$ cat config.mk
export PLATFORM = sky130hd
export DESIGN_NAME = block_power_squelch_with_hang
export DESIGN_NICKNAME = d
export VERILOG_FILES = /design/src/rtl/core/bps_pkg.sv /design/src/rtl/core/bps_front.sv /design/src/rtl/core/bps_queue.sv /design/src/rtl/core/bps_back.sv /design/src/rtl/core/block_power_squelch_with_hang.sv
export SDC_FILE = /design/constraint.sdc
export NUM_CORES = 2
export LEC_CHECK = 0
export BUFFER_PORTS_ARGS = -buffer_cell sky130_fd_sc_hd__buf_2
export CAP_MARGIN = 20
export CORE_ASPECT_RATIO = 1.4
export CORE_MARGIN = 8
export CORE_UTILIZATION = 40
export DETAILED_ROUTE_END_ITERATION = 10
export PLACE_DENSITY_LB_ADDON = 0.1
export SLEW_MARGIN = 20
export SYNTH_ARGS = -nofsm -noshare
export SYNTH_HDL_FRONTEND = slang
export SYNTH_SLANG_ARGS = --single-unit
$ cat constraint.sdc
create_clock -name clk -period 13.4 [get_ports clk]
set_input_delay 2.68 -clock clk [delete_from_list [all_inputs] [get_ports clk]]
set_output_delay 2.68 -clock clk [all_outputs]
set_load 0.03 [all_outputs]
$ cat src/rtl/core/bps_pkg.sv
package bps_pkg;

	localparam int unsigned COUNT_W   = 18;
	localparam int unsigned ENERGY_W  = 33;
	localparam int unsigned THR_W     = 24;
	localparam int unsigned HANG_W    = 8;
	localparam int unsigned PWR_W     = 16;
	localparam int unsigned PROD_W    = THR_W + COUNT_W;
	localparam int unsigned CFG_IDX_W = 2;
	localparam int unsigned CFG_DAT_W = 24;
	localparam int unsigned COUNT_CAP = 262143;

	localparam int unsigned QDEPTH = 4;
	localparam int unsigned QAW    = 2;

	localparam logic [1:0] EV_START   = 2'd0;
	localparam logic [1:0] EV_RECORD  = 2'd1;
	localparam logic [1:0] EV_END     = 2'd2;
	localparam logic [1:0] EV_DISPLAY = 2'd3;

	localparam logic [CFG_IDX_W-1:0] REG_THRESHOLD   = 2'd0;
	localparam logic [CFG_IDX_W-1:0] REG_HANG        = 2'd1;
	localparam logic [CFG_IDX_W-1:0] REG_DISPLAY_MIN = 2'd2;

	typedef struct packed {
		logic              action;
		logic signed [7:0] sample_i;
		logic signed [7:0] sample_q;
		logic              last_in_block;
	} in_word_t;

	typedef struct packed {
		logic [1:0]          event_res;
		logic [ENERGY_W-1:0] block_energy;
		logic [COUNT_W-1:0]  block_samples;
		logic                last_of_run;
	} out_word_t;

	typedef struct packed {
		logic [THR_W-1:0]   power_threshold_q8;
		logic [HANG_W-1:0]  hang_seconds;
		logic [COUNT_W-1:0] display_min_samples;
	} cfg_t;

	typedef struct packed {
		logic [ENERGY_W-1:0] energy;
		logic [COUNT_W-1:0]  samples;
		logic [3:0]          ev_mask;
	} blk_desc_t;

endpackage

$ cat src/rtl/core/bps_front.sv
module bps_front import bps_pkg::*; #(
	parameter int unsigned MAX_BLOCK_SAMPLES = 131072
) (
	input  logic      clk,
	input  logic      arst_n,
	input  logic      in_valid,
	input  in_word_t  in_word,
	output logic      in_stall,
	input  cfg_t      cfg,
	output logic      push_valid,
	output blk_desc_t push_desc,
	input  logic      q_full
);

	localparam int unsigned BLOCK_LIMIT =
		(MAX_BLOCK_SAMPLES < COUNT_CAP) ? MAX_BLOCK_SAMPLES : COUNT_CAP;

	logic adv;

	logic               v_s1, tick_s1, last_s1;
	logic [PWR_W-1:0]   pw_s1;
	logic               v_s2, tick_s2;
	logic [ENERGY_W-1:0] en_s2;
	logic [COUNT_W-1:0] cnt_s2;
	logic               v_s3, tick_s3;
	logic [ENERGY_W-1:0] en_s3;
	logic [COUNT_W-1:0] cnt_s3;
	logic [PROD_W-1:0]  prod_s3;

	logic [ENERGY_W-1:0] acc_q;
	logic [COUNT_W-1:0]  cnt_q;
	logic                rec_q;
	logic [HANG_W-1:0]   sec_q;

	logic signed [15:0]  sqi, sqq;
	logic [PWR_W-1:0]    pw;
	logic [ENERGY_W-1:0] new_en;
	logic [COUNT_W-1:0]  new_cnt;
	logic                blk_end;

	logic                loud;
	logic [HANG_W-1:0]   sec_inc, sec_blk, sec_nx;
	logic                rec_nx;
	logic [3:0]          mask;

	assign adv      = !q_full;
	assign in_stall = q_full;

	assign sqi = in_word.sample_i * in_word.sample_i;
	assign sqq = in_word.sample_q * in_word.sample_q;
	assign pw  = $unsigned(sqi) + $unsigned(sqq);

	assign new_en  = acc_q + {{(ENERGY_W-PWR_W){1'b0}}, pw_s1};
	assign new_cnt = cnt_q + 1'b1;
	assign blk_end = last_s1 || ({{(32-COUNT_W){1'b0}}, new_cnt} >= 32'(BLOCK_LIMIT));

	always_comb begin
		sec_inc = (sec_q == {HANG_W{1'b1}}) ? sec_q : sec_q + 1'b1;
		loud    = {1'b0, en_s3, 8'b0} > prod_s3;
		sec_blk = loud ? '0 : sec_q;
		mask    = '0;
		rec_nx  = rec_q;
		sec_nx  = sec_q;
		if (tick_s3) begin
			sec_nx = sec_inc;
		end else begin
			sec_nx = sec_blk;
			if (loud && !rec_q) begin
				mask[EV_START] = 1'b1;
				rec_nx         = 1'b1;
			end else begin
				if (rec_q) begin
					mask[EV_RECORD] = 1'b1;
					if (sec_blk >= cfg.hang_seconds) begin
						mask[EV_END] = 1'b1;
						rec_nx       = 1'b0;
					end
				end
				mask[EV_DISPLAY] = (cnt_s3 >= cfg.display_min_samples);
			end
		end
	end

	assign push_valid        = v_s3 && !tick_s3 && (|mask);
	assign push_desc.energy  = en_s3;
	assign push_desc.samples = cnt_s3;
	assign push_desc.ev_mask = mask;

	always_ff @(posedge clk or negedge arst_n) begin
		if (!arst_n) begin
			v_s1  <= 1'b0;
			v_s2  <= 1'b0;
			v_s3  <= 1'b0;
			acc_q <= '0;
			cnt_q <= '0;
			rec_q <= 1'b0;
			sec_q <= '0;
		end else if (adv) begin
			v_s1 <= in_valid;
			v_s2 <= v_s1 && (tick_s1 || blk_end);
			v_s3 <= v_s2;
			if (v_s1 && !tick_s1) begin
				if (blk_end) begin
					acc_q <= '0;
					cnt_q <= '0;
				end else begin
					acc_q <= new_en;
					cnt_q <= new_cnt;
				end
			end
			if (v_s3) begin
				rec_q <= rec_nx;
				sec_q <= sec_nx;
			end
		end
	end

	always_ff @(posedge clk) begin
		if (adv) begin
			tick_s1 <= in_word.action;
			last_s1 <= in_word.last_in_block;
			pw_s1   <= pw;
			tick_s2 <= tick_s1;
			en_s2   <= new_en;
			cnt_s2  <= new_cnt;
			tick_s3 <= tick_s2;
			en_s3   <= en_s2;
			cnt_s3  <= cnt_s2;
			prod_s3 <= cfg.power_threshold_q8 * cnt_s2;
		end
	end

endmodule

$ cat src/rtl/core/bps_queue.sv
module bps_queue import bps_pkg::*; (
	input  logic      clk,
	input  logic      arst_n,
	input  logic      push_valid,
	input  blk_desc_t push_desc,
	output logic      full,
	output logic      head_valid,
	output blk_desc_t head_desc,
	input  logic      pop
);

	blk_desc_t       mem [QDEPTH];
	logic [QAW-1:0]  wr_q, rd_q;
	logic [QAW:0]    count_q;
	logic            do_push, do_pop;

	assign full       = (count_q == (QAW+1)'(QDEPTH));
	assign head_valid = (count_q != '0);
	assign head_desc  = mem[rd_q];
	assign do_push    = push_valid && !full;
	assign do_pop     = pop && head_valid;

	always_ff @(posedge clk or negedge arst_n) begin
		if (!arst_n) begin
			wr_q    <= '0;
			rd_q    <= '0;
			count_q <= '0;
		end else begin
			if (do_push) wr_q <= wr_q + 1'b1;
			if (do_pop) rd_q <= rd_q + 1'b1;
			if (do_push && !do_pop) count_q <= count_q + 1'b1;
			else if (do_pop && !do_push) count_q <= count_q - 1'b1;
		end
	end

	always_ff @(posedge clk) begin
		if (do_push) mem[wr_q] <= push_desc;
	end

endmodule

$ cat src/rtl/core/bps_back.sv
module bps_back import bps_pkg::*; (
	input  logic      clk,
	input  logic      arst_n,
	input  logic      head_valid,
	input  blk_desc_t head_desc,
	output logic      pop,
	output logic      out_valid,
	output out_word_t out_word,
	input  logic      out_stall
);

	logic [3:0] done_q;
	logic [3:0] rem, pick;
	logic [1:0] code;
	logic       last, load;
	logic       out_v_q;
	out_word_t  out_q;

	assign rem = head_desc.ev_mask & ~done_q;

	always_comb begin
		pick = '0;
		code = EV_START;
		priority if (rem[EV_START]) begin
			pick[EV_START] = 1'b1;
			code           = EV_START;
		end else if (rem[EV_RECORD]) begin
			pick[EV_RECORD] = 1'b1;
			code            = EV_RECORD;
		end else if (rem[EV_END]) begin
			pick[EV_END] = 1'b1;
			code         = EV_END;
		end else begin
			pick[EV_DISPLAY] = 1'b1;
			code             = EV_DISPLAY;
		end
	end

	assign last      = ((rem & ~pick) == '0);
	assign load      = head_valid && (!out_v_q || !out_stall);
	assign pop       = load && last;
	assign out_valid = out_v_q;
	assign out_word  = out_q;

	always_ff @(posedge clk or negedge arst_n) begin
		if (!arst_n) begin
			out_v_q <= 1'b0;
			done_q  <= '0;
		end else begin
			if (load) begin
				out_v_q <= 1'b1;
				done_q  <= last ? '0 : (done_q | pick);
			end else if (!out_stall) begin
				out_v_q <= 1'b0;
			end
		end
	end

	always_ff @(posedge clk) begin
		if (load) begin
			out_q.event_res     <= code;
			out_q.block_energy  <= head_desc.energy;
			out_q.block_samples <= head_desc.samples;
			out_q.last_of_run   <= last;
		end
	end

endmodule

$ cat src/rtl/core/block_power_squelch_with_hang.sv
// Channel | Direction | Handshake                   | Word
// sample  | in        | sample_valid / sample_stall | in_word_t: tick or I/Q sample
// event   | out       | event_valid / event_stall   | out_word_t: recording or display event
// cfg     | in        | cfg_we, cfg_index, cfg_data | threshold, hang, display minimum
//
// One sample word is taken every cycle while the block queue has room.
// A block end yields up to three event words, sent one per cycle by the back end while event_stall is low.
// The first event word of a block passes the s1, s2 and s3 registers, the block queue and the back-end output register.
// sample_stall rises only when the four-entry block queue is full.
// Reset clears recording state, seconds counter, accumulators and queue; no clearing pass.
module block_power_squelch_with_hang import bps_pkg::*; #(
	parameter int unsigned MAX_BLOCK_SAMPLES = 131072
) (
	input  logic                 clk,
	input  logic                 arst_n,
	input  logic                 sample_valid,
	input  in_word_t             sample_word,
	output logic                 sample_stall,
	output logic                 event_valid,
	output out_word_t            event_word,
	input  logic                 event_stall,
	input  logic                 cfg_we,
	input  logic [CFG_IDX_W-1:0] cfg_index,
	input  logic [CFG_DAT_W-1:0] cfg_data
);

	cfg_t      cfg_q;
	logic      push_valid, q_full, head_valid, pop;
	blk_desc_t push_desc, head_desc;

	always_ff @(posedge clk or negedge arst_n) begin
		if (!arst_n) begin
			cfg_q.power_threshold_q8  <= 24'd26426;
			cfg_q.hang_seconds        <= 8'd8;
			cfg_q.display_min_samples <= 18'd1024;
		end else if (cfg_we) begin
			unique case (cfg_index)
				REG_THRESHOLD:   cfg_q.power_threshold_q8  <= cfg_data[THR_W-1:0];
				REG_HANG:        cfg_q.hang_seconds        <= cfg_data[HANG_W-1:0];
				REG_DISPLAY_MIN: cfg_q.display_min_samples <= cfg_data[COUNT_W-1:0];
				default: ;
			endcase
		end
	end

	bps_front #(
		.MAX_BLOCK_SAMPLES(MAX_BLOCK_SAMPLES)
	) u_front (
		.clk       (clk),
		.arst_n    (arst_n),
		.in_valid  (sample_valid),
		.in_word   (sample_word),
		.in_stall  (sample_stall),
		.cfg       (cfg_q),
		.push_valid(push_valid),
		.push_desc (push_desc),
		.q_full    (q_full)
	);

	bps_queue u_queue (
		.clk       (clk),
		.arst_n    (arst_n),
		.push_valid(push_valid),
		.push_desc (push_desc),
		.full      (q_full),
		.head_valid(head_valid),
		.head_desc (head_desc),
		.pop       (pop)
	);

	bps_back u_back (
		.clk       (clk),
		.arst_n    (arst_n),
		.head_valid(head_valid),
		.head_desc (head_desc),
		.pop       (pop),
		.out_valid (event_valid),
		.out_word  (event_word),
		.out_stall (event_stall)
	);

endmodule

==> run metrics <==
status=finished clean; initial antenna violation count=4; Worst path max stage delay=0.54 ns; htree depth=2; CTS root buffer=clkbuf_16; CTS Buf Count=57; placed cell count=4733; drc violations=0; routed vias=24600; RR Startpoint=cfg_q[33]$_DFFE_PN0P_; setup TNS=0 ns; IO buf count=104; drt pass-1 iters=6; R2R setup slack=5.86 ns; RePlAce Congestion=0.841; worst rel slew slack=27.1%; Antenna Nets Post-Route=0; hold_ws=0.419 ns; postcts setup bufs=0; Post-synth EDFFs=438; slew at the pin with the worst max-slew slack=1.09 ns; post-synth design cell area=40600 um^2; Total GRT Usage=17.8%; FF-to-FF path depth=22; Final period util=56.8%; asr flop ratio synth=22.2%; Fmax achieved=0.131 GHz; cell repeated most along the worst path=fa_1; layout cells sized above 1=11.2%; top_reg_cell synth=edfxtp_1; Starting Density=40.3%; via-per-instance ratio=5.09; Crit Reg-Reg Endpoint=u_front.prod_s3[40]$_DFFE_PN_; Max-Cap Viols=0; RSZ-0062 raised after global routing=false; # hold bufs at CTS=0; Gate Count Post-Synth=3390; worst path arrival time=7.99 ns; DR WL/cell=20.4 um; final net count=4231; flop and latch count out of synthesis=563; critical-path cell list=buf_2 > and2_1 > fa_1 > fa_1 > fa_1 > inv_1 > fa_1 > fa_1 > inv_1 > fa_1 > ha_1 > inv_1 > o21bai_1 > a21oi_1 > nor2b_1 > o2111ai_1 > nand3_1 > o41ai_1 > xnor2_1; Rows=138; CP endpoint kind=register; CP max-delay cell=fa_1; # setup viols final=0; kind of critical path=in2reg; Die Area=112000 um^2; synth unique cells=73; clk slew on worst S/H paths=0.06 ns; first-pass GRT wire length=157000 um; hold wc startpoint=u_front.en_s2[21]$_DFFE_PN_; most frequent cells in the layout=inv_1, fa_1, edfxtp_1; Routed WL=98800 um; fill count=9377; I/O pin count=105; Util after Layout=44.3%; # clock sinks=563; CTS tree=built; Min-Delay Endpoint=u_front.en_s3[21]$_DFFE_PN_; Fin Clk Skew=0.0322 ns; # diodes=0; Skew-Pair Late Insertion Delay=0.65 ns; maximum root-to-sink buffer count=3; commonest non-fill, non-tap cell in the layout=inv_1; sequential element share of the synthesized area=40.1%; P&R area growth vs syn=10.2%; vias in the first global route=27700; Hold Crit Class=reg2reg; fin cells=4842; Gates resized, CTS repair=0; total gr overflow=0; max-slew violation count=0; Die Span Y=393 um; die width=285 um; Core ar.=101000 um^2; CP Launch Type=input pin; crit path max fanout=12; Post-Synthesis Mean Instance Area=12.0 um^2; largest net degree at the start of global routing=83; Final Hold Fails=0; hold depth=0; hpwl dp=72400 um; Initial DRC Count=1272; Final min period=7.61 ns; CP required=13.78 ns; Synth Warn #=0; syn nets=4158
critical path: cells and delay by family:
kind                       cells  cell delay (ns)
buffers and inverters          4             0.37
and+or+nand+nor                3             0.69
AOI/OAI and AO/OA              4             0.83
adders and majority gates      7             3.30
xor gates and xnor gates       1             0.11
registers in the layout (all words and copies together) (netlist names), 2 cells and up:
name,count
u_front.en_s3,33
cfg_q,50
u_back.done_q,4
u_front.en_s2,33
u_queue.rd_q,2
u_front.prod_s3,42
u_queue.wr_q,2
u_front.cnt_s3,18
u_front.cnt_q,18
u_queue.count_q,3
u_back.out_word,54
u_front.sec_q,8
u_front.pw_s1,16
u_queue.mem,220
u_front.cnt_s2,18
u_front.acc_q,33
through the flow:
stage	setup slack, ns	area (um^2)
6_report	5.79	44700
5_1_grt	5.35	44700
4_1_cts	5.75	44700
3_5_place_dp	5.08	42600
3_3_place_gp	5.13	42600
2_1_floorplan	4.15	40600
cell type report:
type	instances	area, um^2	area share (%)
inverters	642	2410	5.39
repair buffers	143	831	1.86
clock inverters	36	494	1.11
clock buffers	72	1580	3.54
well taps	1330	1660	3.72
flip-flops and latches	563	16300	36.5
multi-input cells	2056	21400	47.9
kinds of logic (layout without fill, tap and decap cells):
logic type      after synthesis  in the layout  synth area share, %
flops                       563            563                 40.1
buf+inv                     771            893                 7.14
simple gates                805            805                 9.55
xor+xnor                    117            117                 2.52
mux                         111            111                 4.60
fa+ha+maj                   720            720                 30.9
compound gates              303            303                 5.13
worst max-delay path by stage:
stage                                   startpoint                           to  slack [ns]
global placement                   sample_word[13]  u_front.pw_s1[15]$_DFFE_PN_        5.13
detailed placement                  sample_word[8]  u_front.pw_s1[15]$_DFFE_PN_        5.08
floorplan           u_queue.count_q[0]$_DFFE_PN0P_                 sample_stall        4.15
CTS                                 sample_word[8]  u_front.pw_s1[15]$_DFFE_PN_        5.75
global route                       sample_word[13]  u_front.pw_s1[15]$_DFFE_PN_        5.35
finish                              sample_word[8]  u_front.pw_s1[15]$_DFFE_PN_        5.79
per-layer routing:
| metal | up-vias | track usage (%) | part of all wire, % |
|---|---|---|---|
| li1 | 11100 | - | - |
| met1 | 12900 | 20.7 | 39 |
| met2 | 468 | 34.4 | 55 |
| met3 | 163 | 2.01 | 3.5 |
| met4 | 0 | 4.74 | 2.4 |
| met5 | - | 0 | 0 |
synth_stat cells, drive strengths merged, types with 6 or more instances:
master,count,area (um^2)
or2,9,56.3
clkbuf,120,450
a22o,32,280
nand3,34,170
nor4,11,75.1
nand4,17,106
mux4,55,1240
nor3,22,110
ha,247,3090
xor2,39,342
a21o,51,383
nand2,375,1410
buf,9,40.0
nand2b,13,81.3
inv,641,2410
dfstp,11,289
nor2b,16,100
a211oi,10,75.1
a21oi,73,369
mux2,53,597
xnor2,78,683
a31oi,6,58.8
and2,207,1300
and3,11,73.8
o21ai,59,295
dfrtp,114,2850
o21a,11,82.6
fa,472,9450
edfxtp,438,13200
nor2,73,274
Power is not shown: default switching activity piles up to over one toggle a cycle in this logic, so the estimate is an artifact.
